`config.mk`:
```
export PLATFORM = sky130hd
export DESIGN_NAME = base58_codec
export DESIGN_NICKNAME = d
export VERILOG_FILES = /design/src/design/b58_pkg.sv /design/src/design/b58_cell.sv /design/src/design/b58_mac.sv /design/src/design/base58_codec.sv
export SDC_FILE = /design/constraint.sdc
export NUM_CORES = 1
export LEC_CHECK = 0
export BUFFER_PORTS_ARGS = -buffer_cell sky130_fd_sc_hd__buf_2
export CAP_MARGIN = 30
export CORE_MARGIN = 3
export CORE_UTILIZATION = 60
export DETAILED_ROUTE_END_ITERATION = 6
export PLACE_DENSITY_LB_ADDON = 0.3
export SETUP_SLACK_MARGIN = 0.2
export SYNTH_ARGS = -nofsm -noshare
export SYNTH_HDL_FRONTEND = slang
export SYNTH_SLANG_ARGS = --single-unit
```
`constraint.sdc`:
```
create_clock -name clk -period 18 [get_ports clk]
set_clock_uncertainty 0.15 [all_clocks]
set_input_delay 1.8 -clock clk [delete_from_list [all_inputs] [get_ports clk]]
set_output_delay 1.8 -clock clk [all_outputs]
set_load 0.005 [all_outputs]
```
`src/design/b58_pkg.sv`:
```
// Shared types, constants and character mapping functions for the Base58 codec.
// No dependencies; imported by every module of the codec.
`timescale 1ns / 1ps

package b58_pkg;

    localparam int BUF_DEPTH = 45;
    localparam int MAX_BYTES = 32;
    localparam int MAX_CHARS = 45;
    localparam int DIG_W     = 8;
    localparam int CNT_W     = 6;
    localparam int IDX_W     = $clog2(BUF_DEPTH);
    localparam int TOT_W     = CNT_W + 1;

    localparam logic [CNT_W-1:0] CNT_MAX   = '1;
    localparam logic [IDX_W-1:0] TOP_IDX   = IDX_W'(BUF_DEPTH - 1);
    localparam logic [CNT_W-1:0] LIM_BYTES = CNT_W'(MAX_BYTES);
    localparam logic [CNT_W-1:0] LIM_CHARS = CNT_W'(MAX_CHARS);

    localparam logic [DIG_W-1:0] CHAR_ONE  = 8'h31;

    // Reciprocal of 58 scaled by 2^20; exact for dividends below 2^17.
    localparam int RECIP_SHIFT = 20;
    localparam logic [14:0] RECIP_58 = 15'd18079;

    localparam logic [0:0] REG_DIRECTION = 1'b0;

    typedef enum logic [1:0] {
        ERR_NONE = 2'd0,
        ERR_CHAR = 2'd1,
        ERR_LONG = 2'd2
    } err_t;

    typedef enum logic [2:0] {
        ST_IDLE,
        ST_FOLD,
        ST_FINISH,
        ST_EMIT_ERR,
        ST_EMIT_LEAD,
        ST_EMIT_DIGIT
    } state_t;

    typedef struct packed {
        logic clear;
        logic shift_dn;
        logic shift_up;
    } cell_ctrl_t;

    typedef struct packed {
        logic       ok;
        logic [5:0] val;
    } char_val_t;

    function automatic char_val_t char_value(input logic [7:0] c);
        char_val_t r;
        r.ok  = 1'b1;
        r.val = '0;
        if (c inside {[8'h31:8'h39]}) begin
            r.val = 6'(c - 8'h31);
        end else if (c inside {[8'h41:8'h48]}) begin
            r.val = 6'(c - 8'h41 + 8'd9);
        end else if (c inside {[8'h4A:8'h4E]}) begin
            r.val = 6'(c - 8'h4A + 8'd17);
        end else if (c inside {[8'h50:8'h5A]}) begin
            r.val = 6'(c - 8'h50 + 8'd22);
        end else if (c inside {[8'h61:8'h6B]}) begin
            r.val = 6'(c - 8'h61 + 8'd33);
        end else if (c inside {[8'h6D:8'h7A]}) begin
            r.val = 6'(c - 8'h6D + 8'd44);
        end else begin
            r.ok = 1'b0;
        end
        return r;
    endfunction

    function automatic logic [7:0] enc_char(input logic [5:0] v);
        logic [7:0] w;
        w = {2'b00, v};
        if (v < 6'd9) begin
            return 8'h31 + w;
        end else if (v < 6'd17) begin
            return 8'h41 + w - 8'd9;
        end else if (v < 6'd22) begin
            return 8'h4A + w - 8'd17;
        end else if (v < 6'd33) begin
            return 8'h50 + w - 8'd22;
        end else if (v < 6'd44) begin
            return 8'h61 + w - 8'd33;
        end else begin
            return 8'h6D + w - 8'd44;
        end
    endfunction

endpackage

```
`src/design/b58_cell.sv`:
```
// One digit cell of the codec's digit chain; shifts towards either neighbour.
// Depends on b58_pkg for the control struct and digit width.
`timescale 1ns / 1ps

module b58_cell (
    input  logic                     clk,
    input  logic                     rst_n,
    input  b58_pkg::cell_ctrl_t      ctrl,
    input  logic [b58_pkg::DIG_W-1:0] dn_in,
    input  logic [b58_pkg::DIG_W-1:0] up_in,
    output logic [b58_pkg::DIG_W-1:0] digit
);
    import b58_pkg::*;

    logic [DIG_W-1:0] digit_reg;
    logic [DIG_W-1:0] digit_next;

    always_comb
    begin
        digit_next = digit_reg;
        if (ctrl.clear)
        begin
            digit_next = '0;
        end
        else if (ctrl.shift_dn)
        begin
            digit_next = dn_in;
        end
        else if (ctrl.shift_up)
        begin
            digit_next = up_in;
        end
    end

    always_ff @(posedge clk or negedge rst_n)
    begin
        if (!rst_n)
        begin
            digit_reg <= '0;
        end
        else
        begin
            digit_reg <= digit_next;
        end
    end

    assign digit = digit_reg;

endmodule

```
`src/design/b58_mac.sv`:
```
// Shared multiply-and-carry unit: folds one stored digit per cycle in base 58 or 256.
// Depends on b58_pkg for widths and the reciprocal constant.
`timescale 1ns / 1ps

module b58_mac (
    input  logic                     clk,
    input  logic                     rst_n,
    input  logic                     load,
    input  logic                     step,
    input  logic [b58_pkg::DIG_W-1:0] load_val,
    input  logic                     decoding,
    input  logic [b58_pkg::DIG_W-1:0] digit_in,
    output logic [b58_pkg::DIG_W-1:0] digit_out,
    output logic                     carry_nz,
    output logic                     carry_out_nz
);
    import b58_pkg::*;

    logic [DIG_W-1:0] carry_reg;
    logic [DIG_W-1:0] carry_next;
    logic [15:0]      dec_sum;
    logic [15:0]      enc_sum;
    logic [30:0]      prod;
    logic [10:0]      quot;
    logic [16:0]      quot58;
    logic [15:0]      rem;
    logic [DIG_W-1:0] step_carry;

    always_comb
    begin
        dec_sum    = 16'(carry_reg) + 16'(digit_in) * 16'd58;
        enc_sum    = {digit_in, 8'h00} + 16'(carry_reg);
        prod       = 31'(enc_sum) * 31'(RECIP_58);
        quot       = prod[30:RECIP_SHIFT];
        quot58     = (17'(quot) << 6) - (17'(quot) << 2) - (17'(quot) << 1);
        rem        = enc_sum - quot58[15:0];
        if (decoding)
        begin
            digit_out  = dec_sum[7:0];
            step_carry = dec_sum[15:8];
        end
        else
        begin
            digit_out  = rem[7:0];
            step_carry = quot[7:0];
        end
        carry_next = carry_reg;
        if (load)
        begin
            carry_next = load_val;
        end
        else if (step)
        begin
            carry_next = step_carry;
        end
    end

    always_ff @(posedge clk or negedge rst_n)
    begin
        if (!rst_n)
        begin
            carry_reg <= '0;
        end
        else
        begin
            carry_reg <= carry_next;
        end
    end

    assign carry_nz     = (carry_reg != '0);
    assign carry_out_nz = (step_carry != '0);

endmodule

```
`src/design/base58_codec.sv`:
```
// Base58 codec top level: control, register port, digit chain and output register.
// Depends on b58_pkg, b58_cell and b58_mac.
// An element that is folded is accepted and then ripples its carry through the digit chain
// via the shared multiply-and-carry unit; a leading zero, a skipped element or an invalid
// character is accepted without folding. After the last element a check state runs, then
// one result per cycle while the output does not stall; unused top digits are shifted past.
// Reset clears the direction to encode and all message state.
`timescale 1ns / 1ps

module base58_codec (
    input  logic        clk,
    input  logic        rst_n,
    input  logic        psel,
    input  logic        penable,
    input  logic        pwrite,
    input  logic [2:0]  paddr,
    input  logic [31:0] pwdata,
    output logic [31:0] prdata,
    output logic        pready,
    input  logic        in_valid,
    output logic        in_ready,
    input  logic [7:0]  in_elem,
    input  logic        in_last,
    output logic        out_valid,
    input  logic        out_ready,
    output logic [7:0]  out_elem,
    output logic        out_last,
    output logic [1:0]  err_code
);
    import b58_pkg::*;

    state_t           state_reg, state_next;
    logic             direction_reg;
    logic [IDX_W-1:0] used_reg, used_next;
    logic [CNT_W-1:0] lead_reg, lead_next;
    logic             phase_reg, phase_next;
    logic [CNT_W-1:0] elem_reg, elem_next;
    logic             bad_reg, bad_next;
    logic             ovf_reg, ovf_next;
    logic             last_pend_reg, last_pend_next;
    logic [IDX_W-1:0] pos_reg, pos_next;

    logic             out_valid_reg;
    logic [7:0]       out_elem_reg, out_elem_next;
    logic             out_last_reg, out_last_next;
    logic [1:0]       err_code_reg, err_code_next;
    logic             out_load;

    logic             cfg_wr;
    logic             msg_clear;
    cell_ctrl_t       cell_ctrl;
    logic [DIG_W-1:0] digits [BUF_DEPTH];
    logic [DIG_W-1:0] mac_digit;
    logic             mac_load;
    logic             mac_step;
    logic [DIG_W-1:0] mac_load_val;
    logic             carry_nz;
    logic             carry_out_nz;

    logic             accept;
    logic             slot_free;
    logic [CNT_W-1:0] in_limit;
    logic [TOT_W-1:0] out_limit;
    logic [TOT_W-1:0] total;
    char_val_t        cv;
    logic [DIG_W-1:0] v;
    logic             v_ok;
    err_t             err_sel;
    logic             emit_now;

    assign pready = 1'b1;
    assign cfg_wr = psel && penable && pwrite;
    assign prdata = (paddr[2] == REG_DIRECTION) ? {31'b0, direction_reg} : 32'b0;

    always_ff @(posedge clk or negedge rst_n)
    begin
        if (!rst_n)
        begin
            direction_reg <= 1'b0;
        end
        else if (cfg_wr && paddr[2] == REG_DIRECTION)
        begin
            direction_reg <= pwdata[0];
        end
    end

    genvar gi;
    generate
        for (gi = 0; gi < BUF_DEPTH; gi++)
        begin : g_cell
            logic [DIG_W-1:0] dn_src;
            logic [DIG_W-1:0] up_src;
            if (gi == BUF_DEPTH - 1)
            begin : g_top
                assign dn_src = mac_digit;
            end
            else
            begin : g_mid
                assign dn_src = digits[gi + 1];
            end
            if (gi == 0)
            begin : g_bot
                assign up_src = digits[BUF_DEPTH - 1];
            end
            else
            begin : g_rest
                assign up_src = digits[gi - 1];
            end
            b58_cell u_cell (
                .clk   (clk),
                .rst_n (rst_n),
                .ctrl  (cell_ctrl),
                .dn_in (dn_src),
                .up_in (up_src),
                .digit (digits[gi])
            );
        end
    endgenerate

    b58_mac u_mac (
        .clk          (clk),
        .rst_n        (rst_n),
        .load         (mac_load),
        .step         (mac_step),
        .load_val     (mac_load_val),
        .decoding     (direction_reg),
        .digit_in     (digits[0]),
        .digit_out    (mac_digit),
        .carry_nz     (carry_nz),
        .carry_out_nz (carry_out_nz)
    );

    assign in_ready  = (state_reg == ST_IDLE);
    assign accept    = in_valid && in_ready;
    assign slot_free = !out_valid_reg || out_ready;
    assign in_limit  = direction_reg ? LIM_CHARS : LIM_BYTES;
    assign out_limit = direction_reg ? TOT_W'(LIM_BYTES) : TOT_W'(LIM_CHARS);
    assign total     = TOT_W'(lead_reg) + TOT_W'(used_reg);
    assign cv        = char_value(in_elem);
    assign v         = direction_reg ? {2'b00, cv.val} : in_elem;
    assign v_ok      = direction_reg ? cv.ok : 1'b1;
    assign err_sel   = bad_reg ? ERR_CHAR : ERR_LONG;
    assign emit_now  = (pos_reg < used_reg);

    always_comb
    begin
        state_next     = state_reg;
        used_next      = used_reg;
        lead_next      = lead_reg;
        phase_next     = phase_reg;
        elem_next      = elem_reg;
        bad_next       = bad_reg;
        ovf_next       = ovf_reg;
        last_pend_next = last_pend_reg;
        pos_next       = pos_reg;
        out_load       = 1'b0;
        out_elem_next  = out_elem_reg;
        out_last_next  = out_last_reg;
        err_code_next  = err_code_reg;
        mac_load       = 1'b0;
        mac_step       = 1'b0;
        mac_load_val   = v;
        msg_clear      = 1'b0;
        cell_ctrl      = '0;

        case (state_reg)
            ST_IDLE:
            begin
                if (accept)
                begin
                    if (elem_reg != CNT_MAX)
                    begin
                        elem_next = elem_reg + 1'b1;
                    end
                    if (in_last)
                    begin
                        state_next = ST_FINISH;
                    end
                    if (!bad_reg && !ovf_reg && elem_next <= in_limit)
                    begin
                        if (!v_ok)
                        begin
                            bad_next = 1'b1;
                        end
                        else if (phase_reg && v == '0)
                        begin
                            if (lead_reg != CNT_MAX)
                            begin
                                lead_next = lead_reg + 1'b1;
                            end
                        end
                        else
                        begin
                            phase_next     = 1'b0;
                            mac_load       = 1'b1;
                            pos_next       = '0;
                            last_pend_next = in_last;
                            state_next     = ST_FOLD;
                        end
                    end
                end
            end
            ST_FOLD:
            begin
                mac_step           = 1'b1;
                cell_ctrl.shift_dn = 1'b1;
                if (carry_nz && pos_reg >= used_reg)
                begin
                    used_next = pos_reg + 1'b1;
                end
                if (pos_reg == TOP_IDX)
                begin
                    if (carry_out_nz)
                    begin
                        ovf_next = 1'b1;
                    end
                    state_next = last_pend_reg ? ST_FINISH : ST_IDLE;
                end
                else
                begin
                    pos_next = pos_reg + 1'b1;
                end
            end
            ST_FINISH:
            begin
                if (bad_reg || ovf_reg || elem_reg > in_limit || total > out_limit)
                begin
                    state_next = ST_EMIT_ERR;
                end
                else if (lead_reg != '0)
                begin
                    pos_next   = IDX_W'(lead_reg);
                    state_next = ST_EMIT_LEAD;
                end
                else if (used_reg != '0)
                begin
                    pos_next   = TOP_IDX;
                    state_next = ST_EMIT_DIGIT;
                end
                else
                begin
                    msg_clear  = 1'b1;
                    state_next = ST_IDLE;
                end
            end
            ST_EMIT_ERR:
            begin
                if (slot_free)
                begin
                    out_load      = 1'b1;
                    out_elem_next = '0;
                    out_last_next = 1'b1;
                    err_code_next = err_sel;
                    msg_clear     = 1'b1;
                    state_next    = ST_IDLE;
                end
            end
            ST_EMIT_LEAD:
            begin
                if (slot_free)
                begin
                    out_load      = 1'b1;
                    out_elem_next = direction_reg ? 8'h00 : CHAR_ONE;
                    out_last_next = (pos_reg == IDX_W'(1)) && (used_reg == '0);
                    err_code_next = ERR_NONE;
                    pos_next      = pos_reg - 1'b1;
                    if (pos_reg == IDX_W'(1))
                    begin
                        if (used_reg != '0)
                        begin
                            pos_next   = TOP_IDX;
                            state_next = ST_EMIT_DIGIT;
                        end
                        else
                        begin
                            msg_clear  = 1'b1;
                            state_next = ST_IDLE;
                        end
                    end
                end
            end
            ST_EMIT_DIGIT:
            begin
                if (!emit_now || slot_free)
                begin
                    cell_ctrl.shift_up = 1'b1;
                    if (emit_now)
                    begin
                        out_load      = 1'b1;
                        out_elem_next = direction_reg ? digits[BUF_DEPTH - 1]
                                                      : enc_char(digits[BUF_DEPTH - 1][5:0]);
                        out_last_next = (pos_reg == '0);
                        err_code_next = ERR_NONE;
                    end
                    if (pos_reg == '0)
                    begin
                        msg_clear  = 1'b1;
                        state_next = ST_IDLE;
                    end
                    else
                    begin
                        pos_next = pos_reg - 1'b1;
                    end
                end
            end
            default:
            begin
                state_next = ST_IDLE;
            end
        endcase

        if (cfg_wr && paddr[2] == REG_DIRECTION)
        begin
            msg_clear = 1'b1;
        end

        if (msg_clear)
        begin
            used_next       = '0;
            lead_next       = '0;
            phase_next      = 1'b1;
            elem_next       = '0;
            bad_next        = 1'b0;
            ovf_next        = 1'b0;
            cell_ctrl.clear = 1'b1;
        end
    end

    always_ff @(posedge clk or negedge rst_n)
    begin
        if (!rst_n)
        begin
            state_reg     <= ST_IDLE;
            used_reg      <= '0;
            lead_reg      <= '0;
            phase_reg     <= 1'b1;
            elem_reg      <= '0;
            bad_reg       <= 1'b0;
            ovf_reg       <= 1'b0;
            last_pend_reg <= 1'b0;
            pos_reg       <= '0;
            out_valid_reg <= 1'b0;
        end
        else
        begin
            state_reg     <= state_next;
            used_reg      <= used_next;
            lead_reg      <= lead_next;
            phase_reg     <= phase_next;
            elem_reg      <= elem_next;
            bad_reg       <= bad_next;
            ovf_reg       <= ovf_next;
            last_pend_reg <= last_pend_next;
            pos_reg       <= pos_next;
            if (out_load)
            begin
                out_valid_reg <= 1'b1;
            end
            else if (out_ready)
            begin
                out_valid_reg <= 1'b0;
            end
        end
    end

    always_ff @(posedge clk)
    begin
        if (out_load)
        begin
            out_elem_reg <= out_elem_next;
            out_last_reg <= out_last_next;
            err_code_reg <= err_code_next;
        end
    end

    assign out_valid = out_valid_reg;
    assign out_elem  = out_elem_reg;
    assign out_last  = out_last_reg;
    assign err_code  = err_code_reg;

endmodule

```
# After elaboration in Yosys (flattened, before gate mapping)
# Cells that the tools add are included.
classes:
  add_sub_neg: 32
  n_mul: 2
  n_lt_le_gt_ge: 22
  eq_ne: 26
  n_mux: 264
  n_bitwise: 2
  n_reduce_logical: 58
ops:
  columns: ["operator", "n"]
  rows:
  - ["$mux W8", 150]
  - ["$mux W6", 36]
  - ["$mux W1", 49]
  - ["$mux W3", 14]
  - ["$add A7 B6 Y8 const A", 5]
  - ["$ge A8 B7 Y1 const B", 5]
  - ["$le A8 B7 Y1 const B", 5]
  - ["$pmux W6 S5", 1]
  - ["$mul A16 B15 Y28 const B", 1]
  - ["$ne A2 B2 Y1 const B", 13]
  - ["$pmux W8 S3", 1]
  - ["$reduce_bool A2 Y1", 12]
  - ["$sub A8 B8 Y8", 3]
  - ["$add A6 B1 Y6 const B", 3]
  - ["$pmux W3 S6", 1]
  - ["$sub A6 B6 Y6 const B", 3]
  - ["$add A16 B8 Y16", 1]
  - ["$reduce_bool A8 Y1", 2]
  - ["$sub A8 B5 Y8 const B", 2]
  - ["$sub A8 B6 Y8 const B", 2]
  - ["$add A8 B14 Y15", 1]
  - ["$logic_and A1 B1 Y1", 15]
  - ["$mul A8 B5 Y13 const B", 1]
  - ["$add A6 B5 Y6 const B", 2]
  - ["49 further kinds", 78]
totals:
  register_bits: 412
  inputBits: 51
  out_inout_bits: 46

# Logic depth before layout (Yosys ltp)
# Gate-level depths: netlist of run 1.
logic_depth:
  depth_word: 17
  ltp_mapped: 31
  depth_no_buf: 31

# Modules after synthesis
# From an unflattened synthesis of run 1, not the netlist that was laid out.
unflattened:
  cells_unflattened: 2949
  area_unflattened_um2: 30178.9
by_module_without_submodules:
  columns: ["mod", "n_inst", "cells_per_inst", "area_each_um2", "seq_area_each_um2"]
  rows:
  - ["b58_cell", 45, 35, 409.1, 200.2]
  - ["b58_mac", 1, 698, 6428.7, 200.2]
  - ["base58_codec", 1, 676, 5338.9, 1157.4]

# Least setup slack after synthesis of run 1
# No wires, ideal clock.
synth_path:
  kind: "register to register"
  startpoint: "register g_cell[0].u_cell.digit_reg[5]"
  endpoint: "register g_cell[44].u_cell.digit_reg[7]"
  setup_ns: 0.151
  arrival_ns: 7.302
  setup_slack_ns: 10.397
  stages_incl_launch_ff: 27
  n_path_buf: 0
  path_cell_list: "dfrtp_1 inv_1 fa_1 fa_1 inv_1 fa_1 fa_1 fa_1 fa_1 ha_1 nand2_1 o21ai_0 a21oi_1 a211o_1 a211oi_1 xor2_1 fa_1 inv_1 ha_1 a21oi_1 o21bai_1 a21oi_1 xnor2_1 xnor2_1 xnor2_1 xnor2_1 a31oi_1"
synth_between:
  elab_chain_len: 8
  word_cells_on_any_way: 10
  cone_classes: "add/sub (5); mul (2); mux (3)"
synth_rtl:
  columns: ["item", "line_no", "text"]
  rows:
  - ["start, declared", "b58_cell.sv:15", "logic [DIG_W-1:0] digit_reg;"]
  - ["start signal, assigned", "b58_cell.sv:43", "digit_reg <= digit_next;"]
  - ["$add A16 B8 Y16", "b58_mac.sv:32", "enc_sum = {digit_in, 8'h00} + 16'(carry_reg);"]
  - ["$mul A16 B15 Y28", "b58_mac.sv:33", "prod = 31'(enc_sum) * 31'(RECIP_58);"]
  - ["$sub A8 B8 Y8 (2 in series)", "b58_mac.sv:35", "quot58 = (17'(quot) << 6) - (17'(quot) << 2) - (17'(quot) << 1);"]
  - ["$sub A8 B8 Y8", "b58_mac.sv:36", "rem = enc_sum - quot58[15:0];"]
  - ["$mux W8 (*)", "b58_mac.sv:37", "if (decoding)"]
  - ["$mux W8 (*)", "b58_cell.sv:25", "else if (ctrl.shift_dn)"]
  - ["$mux W8 (*)", "b58_cell.sv:21", "if (ctrl.clear)"]
  - ["end signal, assigned", "b58_cell.sv:43", null]
  - ["end, declared", "b58_cell.sv:15", null]
# Mark *: on every way between the ends. The rest lies on a longest branch, timed or not.
# A chain may end at the register's enable or synchronous reset.

# Final worst setup path of run 1
layout_path:
  startpoint: "register g_cell[0].u_cell.digit_reg[1]"
  endpoint: "register g_cell[44].u_cell.digit_reg[7]"
# The elaborated chain is that of the path after synthesis.

==> key figures, run 1 <==
Placement
  – HPWL after detailed placement: 40.5 mm
  – PortBufs: 31
  – GPL Wtd Cong: 0.895

Setup path
  – R2R Path Start: g_cell[0].u_cell.digit[1]$_DFFE_PN0P_
  – Critical Path AT: 9040 ps
  – Crit path depth: 27
  – Largest stage delay, worst path: 750 ps
  – End of the critical path: g_cell[44].u_cell.digit[7]$_DFFE_PN0P_
  – Setup crit end kind: flip-flop
  – CP Launch Type: flip-flop
  – Crit path max-delay family: adder cells
  – R2R Setup Slk: 9240 ps
  – Worst setup path class: reg2reg
  – R2R depth: 27
  – Worst Setup SP: g_cell[0].u_cell.digit[1]$_DFFE_PN0P_
  – CP required: 18280 ps
  – Crit path top cell by count: fa_1
  – R2R Path End: g_cell[44].u_cell.digit[7]$_DFFE_PN0P_
  – Crit-path max FO: 10
  – CP max-delay cell: dfrtp_1
  – Crit path buf inv count: 3

Final layout
  – P&R area growth vs syn: 6.40%
  – Max reg flops: 360
  – Post-layout nets: 3162
  – # diodes: 0
  – Layout cell share with drive strength beyond 1: 0.0547

Clock network
  – Reg clk slew, reported paths: 60 ps
  – CTS tree: yes
  – Clk_lat worst skew: 580 ps
  – Post-CTS setup buffer count: 0
  – CTS max path bufs: 3
  – Number of gates resized after CTS: 0
  – Clk root buf: clkbuf_16
  – H-tree Lvls: 2
  – TritonCTS Buffers: 44
  – Clock Sinks: 412
  – Cts-stage hold buffer count: 0

Synth
  – Sequential share of the synthesized area: 0.362
  – Top_reg_cell synth: dfrtp_1
  – Yosys Warn Count: 0
  – Combinational family with the most area after synthesis: compound AO/OA/AOI/OAI gates
  – Adder-cell share of the synthesized area: 0.154
  – Synthesized area: 28600 sq um
  – Post-synthesis compound-gate area fraction: 0.168
  – Cells after Synth: 2914
  – Mean Syn Cell Area: 9.82 sq um
  – Distinct cells, synth: 91
  – Post-synthesis mux area share: 0.126
  – Async set or reset register ratio after synthesis: 0.973
  – EDFF count, synth: 11
  – Simple-Gate Fraction of Synth Area: 0.106
  – Yosys reg bits: 412
  – Xor/xnor share of the synthesized area: 0.0199

GRT
  – Global route total overflow: 0
  – Global-route wire length before repair: 103 mm
  – Met2 usage: 0.384
  – Largest net degree at the start of global routing: 317
  – GRT Total Usage: 0.242
  – Met1 usage in global routing: 0.343
  – Grt met3 use: 0.0377
  – Vias in the first global route: 20800
  – Top Usage Layer GRT: met2
  – Initial antenna violation count: 0

STA
  – RSZ-0062 raised after global routing: no
  – Slew Viols, Final: 0
  – Fmax: 0.114 GHz
  – Final hold vios: 0
  – Period minus WS final: 8760 ps
  – Tcrit/Tclk final: 0.487
  – Final setup vio count: 0
  – Setup_tns: 0 ps
  – Actual slew at the worst max-slew pin: 1290 ps
  – Rel. slew slack: 0.137

Routing
  – Drt first pass iters: 5
  – DR iter-0 viols: 1421
  – WL per Instance: 17.5 um
  – Final ANT Viol Nets: 0
  – Routed vias: 20900
  – Drt total wl: 60.5 mm
  – # DRC: 0
  – Routed vias/inst: 6.06

Floorplanning
  – Die Footprint: 50300 sq um
  – Row count: 79
  – DIE HEIGHT: 224 um
  – Core Area: 46900 sq um
  – IO Count: 97
  – Starting Density: 0.611
  – Chip Width: 224 um

Run
  – Max_cap viols: 0

Status
  – Outcome: finished clean

Worst hold path
  – Hold Path Class: reg2reg
[cells in the final DEF, fill, tap and decap left out, drive strengths merged, types with 15 or more instances in the layout]
cell type,instances
a211oi,381
a21o,21
a21oi,76
and2,15
buf,52
clkbuf,69
conb,32
dfrtp,400
fa,96
ha,199
inv,209
mux2i,353
nand2,64
nand3,27
nor2,455
nor3,33
nor4,15
o21ai,45
xnor2,38
xor2,27
[kinds of logic (layout without fill, tap and decap cells)]
kind of cell	count (synthesis)	in the layout
simple gates	685	685
buf+inv	437	345
other cells	2	32
compound gates	660	660
xor+xnor	65	65
flops	412	412
fa+ha+maj	295	295
mux	358	358
[metrics by stage]
stage,util,hold WS (ps),cell area (sq um),worst slack [ps],cells
after global routing,0.650,365,30400,8860,3459
final,0.650,343,30400,9240,3459
after CTS,0.648,346,30400,9280,3456
after global placement,0.615,314,28800,9460,3373
after floorplan,-,304,28700,10400,2944
after detailed placement,0.616,337,28900,9340,3374
[cells in the mapped netlist, types with 9 or more instances]
| cell | count | area, sq um |
|---|---|---|
| a21o_1 | 21 | 158 |
| and2_1 | 14 | 87.6 |
| buf_4 | 37 | 278 |
| a211oi_1 | 380 | 2850 |
| clkbuf_1 | 166 | 623 |
| buf_2 | 16 | 80.1 |
| mux2i_1 | 353 | 3530 |
| o211ai_1 | 10 | 75.1 |
| o21bai_1 | 11 | 82.6 |
| dfrtp_1 | 400 | 10000 |
| edfxtp_1 | 11 | 330 |
| xor2_1 | 27 | 236 |
| nor2b_1 | 11 | 68.8 |
| o21ai_0 | 41 | 205 |
| a21oi_1 | 76 | 380 |
| ha_1 | 199 | 2490 |
| nand2_1 | 64 | 240 |
| nand3_1 | 27 | 135 |
| o21a_1 | 9 | 67.6 |
| nor4_1 | 14 | 87.6 |
| nor2_1 | 454 | 1700 |
| nor3_1 | 31 | 155 |
| nand4_1 | 12 | 75.1 |
| inv_1 | 209 | 785 |
| fa_1 | 96 | 1920 |
| nand2b_1 | 11 | 68.8 |
| a31oi_1 | 9 | 56.3 |
| xnor2_1 | 38 | 333 |
[metal layers]
layer,wire (um),share of wire
met3,2570,0.043
met4,2000,0.033
met5,0,0
met1,27900,0.46
met2,28000,0.46
[worst min-delay path, delay by kind of cell (launching register included)]
kind,cells,cell delay [ps]
buffers and inverters,1,40
AO/OA/AOI/OAI,1,70
flip-flops,1,370
[worst min path at each step]
stage	from	end	slack, ps	cells after the start
finish	phase_reg$_DFFE_PN1P_	phase_reg$_DFFE_PN1P_	340	2
CTS	phase_reg$_DFFE_PN1P_	phase_reg$_DFFE_PN1P_	350	2
detailed placement	phase_reg$_DFFE_PN1P_	phase_reg$_DFFE_PN1P_	340	2
global placement	phase_reg$_DFFE_PN1P_	phase_reg$_DFFE_PN1P_	310	2
floorplan	phase_reg$_DFFE_PN1P_	phase_reg$_DFFE_PN1P_	300	2
global route	last_pend_reg$_DFFE_PN0P_	last_pend_reg$_DFFE_PN0P_	360	1
[cell type report]
type,instances,area (sq um)
tap,607,759
clock inverter,13,180
fill,3745,16400
sequential,412,10400
clock buffer,69,1340
multi-input combinational,2095,16600
inverter,211,792
timing repair buffer,52,433
Power of run 1 is not shown: default switching activity piles up to over one toggle a cycle in this logic, so the estimate is an artifact.
==> run 2, diff against run 1 <==
- CORE_UTILIZATION: 60 -> 58
- clock period: 18 -> 7 ns (I/O delays scaled with it)
==> run 2 against run 1 <==
The flow now finishes with violations (negative setup slack). Final cell count is 4.3% higher. Design area grew 3.6%. Core utilization is 0.42 points higher.
==> key figures, run 2 (synthesis results as in run 1) <==
Routing
  – DR iter-0 viols: 1619 (+14%)
  – Routed vias/inst: 5.91 (-2.4%)
  – Routed vias: 21300 (+1.7%)
  – Drt first pass iters: 5 (unchanged)
  – Drt total wl: 63.0 mm (+4.1%)
  – # DRC: 0 (unchanged)
  – Final ANT Viol Nets: 0 (unchanged)
  – WL per Instance: 17.5 um (-0.18%)

STA
  – Slew Viols, Final: 0 (unchanged)
  – Tcrit/Tclk final: 1.08 (+0.590)
  – Fin worst setup slack: -538 ps (-9780 ps)
  – Final hold vios: 0 (unchanged)
  – Rel. slew slack: 0.152 (+0.0154)
  – Fmax: 0.133 GHz (+16%)
  – Hold slack final: 212 ps (-131 ps)
  – RSZ-0062 raised after global routing: yes
  – Final setup vio count: 5 (+5)
  – Period minus WS final: 7540 ps (-1220 ps)
  – Actual slew at the worst max-slew pin: 1270 ps (-23.1 ps)

Setup path
  – CP Launch Type: flip-flop
  – R2R depth: 27 (unchanged)
  – CP required: 7260 ps (-11020 ps)
  – Critical Path AT: 7800 ps (-1240 ps)
  – Crit path top cell by count: fa_1
  – Worst setup path class: reg2reg
  – Largest stage delay, worst path: 530 ps (-220 ps)
  – R2R Path Start: g_cell[0].u_cell.digit[5]$_DFFE_PN0P_
  – Setup crit end kind: flip-flop
  – R2R Setup Slk: -540 ps (-9780 ps)
  – Crit-path max FO: 5 (-5)
  – R2R Path End: g_cell[44].u_cell.digit[7]$_DFFE_PN0P_
  – CP max-delay cell: fa_1

Worst hold path
  – Min-Delay Startpoint: pwdata[0]
  – Hold path cells: 2 (unchanged)
  – Hold Path Class: in2reg
  – Hold EP: direction_reg$_DFFE_PN0P_

Floorplanning
  – Chip Width: 228 um (+1.7%)
  – Core Area: 48200 sq um (+3.0%)
  – Row count: 80 (+1.3%)
  – DIE HEIGHT: 228 um (+1.7%)
  – Starting Density: 0.593 (-0.0176)
  – IO Count: 97 (unchanged)
  – Die Footprint: 52000 sq um (+3.4%)

Placement
  – HPWL after detailed placement: 42.9 mm (+5.9%)
  – PortBufs: 31 (unchanged)
  – Dpl cell area: 29900 sq um (+3.4%)
  – GPL Wtd Cong: 0.916 (+2.4%)

Final layout
  – Number of fill cells: 3820 (+2.0%)
  – Layout cell share with drive strength beyond 1: 0.106 (+0.0510)
  – Max reg flops: 360 (unchanged)
  – # diodes: 0 (unchanged)
  – P&R area growth vs syn: 10.3%
  – Non-Filler Cell Area, Final: 31500 sq um (+3.6%)
  – Commonest cells after routing, fill and taps aside: 452 x nor2_1, 393 x dfrtp_1, 371 x a211oi_1
  – Most common cell after layout, fill and taps aside: nor2_1
  – Post-layout nets: 3270 (+3.4%)

Clock network
  – Reg clk slew, reported paths: 60 ps (about the same)
  – Clk_lat worst skew: 580 ps (about the same)
  – CTS tree: yes
  – H-tree Lvls: 2 (unchanged)
  – Clk root buf: clkbuf_16
  – TritonCTS Buffers: 44 (unchanged)
  – CTS max path bufs: 3 (unchanged)
  – Clock Sinks: 412 (unchanged)

Run
  – Max_cap viols: 0 (unchanged)

GRT
  – Largest net degree at the start of global routing: 303 (-4.4%)
  – Global-route wire length before repair: 107 mm (+3.5%)
  – Global route total overflow: 0 (unchanged)
  – GRT Total Usage: 0.241 (-0.00179)
  – Initial antenna violation count: 0 (unchanged)
  – Vias in the first global route: 21200 (+2.4%)

Status
  – Outcome: finished, violations left
  – Violated checks: negative setup slack
## run 2: cell types whose count changed in the layout (fill, tap and decap cells not counted), moves of 8 or more
cell / delta
a211oi_1: -9
a21oi_1: -8
buf_4: +101
ha_1: -8
ha_4: +8
inv_1: -8
## run 2: timing repair
item | CTS | global route
setup endpoints to repair | 5 | 6
gates resized for setup | 23 | 21
setup buffers | 14 | 0
hold endpoints to repair | 20 | 0
hold buffers | 1 | 0
pin swaps | 19 | 13
## run 2: worst max path at each step
stage | from | to | depth (start not counted)
after floorplan | g_cell[0].u_cell.digit[5]$_DFFE_PN0P_ | g_cell[44].u_cell.digit[7]$_DFFE_PN0P_ | 26
after global placement | g_cell[0].u_cell.digit[4]$_DFFE_PN0P_ | g_cell[44].u_cell.digit[7]$_DFFE_PN0P_ | 26
after detailed placement | g_cell[0].u_cell.digit[4]$_DFFE_PN0P_ | g_cell[44].u_cell.digit[7]$_DFFE_PN0P_ | 26
after CTS | g_cell[0].u_cell.digit[4]$_DFFE_PN0P_ | g_cell[44].u_cell.digit[7]$_DFFE_PN0P_ | 26
after global routing | g_cell[0].u_cell.digit[5]$_DFFE_PN0P_ | g_cell[44].u_cell.digit[7]$_DFFE_PN0P_ | 27
final | g_cell[0].u_cell.digit[5]$_DFFE_PN0P_ | g_cell[44].u_cell.digit[7]$_DFFE_PN0P_ | 27
## run 2: routing by layer
metal  vias up  wire [um]  share of wire  track usage
met1     10500      28600           0.45        0.337
met4         0       1470          0.023       0.0653
met2       357      30500           0.48        0.395
met3        92       2420          0.038       0.0333
met5         -          0              0            0
li1      10400          -              -            -
## run 2: layout make-up
cell class | instances | area (sq um) | area share
clock buffers | 63 | 1240 | 0.0394
clock inverters | 10 | 98.8 | 0.00313
inverters | 211 | 795 | 0.0252
multi-input cells | 2095 | 16900 | 0.536
flip-flops and latches | 412 | 10400 | 0.329
well taps | 656 | 821 | 0.0260
repair buffers | 160 | 1300 | 0.0411
## run 2: worst max-delay path: cells and delay by family (launching register included)
kind | cells | cell delay, ps
adders and majority gates | 9 | 4030
DFF | 1 | 460
buffers and inverters | 5 | 450
AOI/OAI and AO/OA | 7 | 1470
xor gates and xnor gates | 4 | 620
and+or+nand+nor | 2 | 190
## run 2: stage by stage
stage | TNS (ps) | instances | setup WS [ps] | utilization
5_1_grt | -2650 | 3607 | -795 | 0.654
6_report | -1370 | 3607 | -538 | 0.654
3_5_place_dp | -1630 | 3518 | -535 | 0.619
3_3_place_gp | -1070 | 3516 | -383 | 0.618
4_1_cts | -1320 | 3606 | -476 | 0.651
2_1_floorplan | -163 | 2944 | -163 | -
Power of run 2 is left out for the same reason.
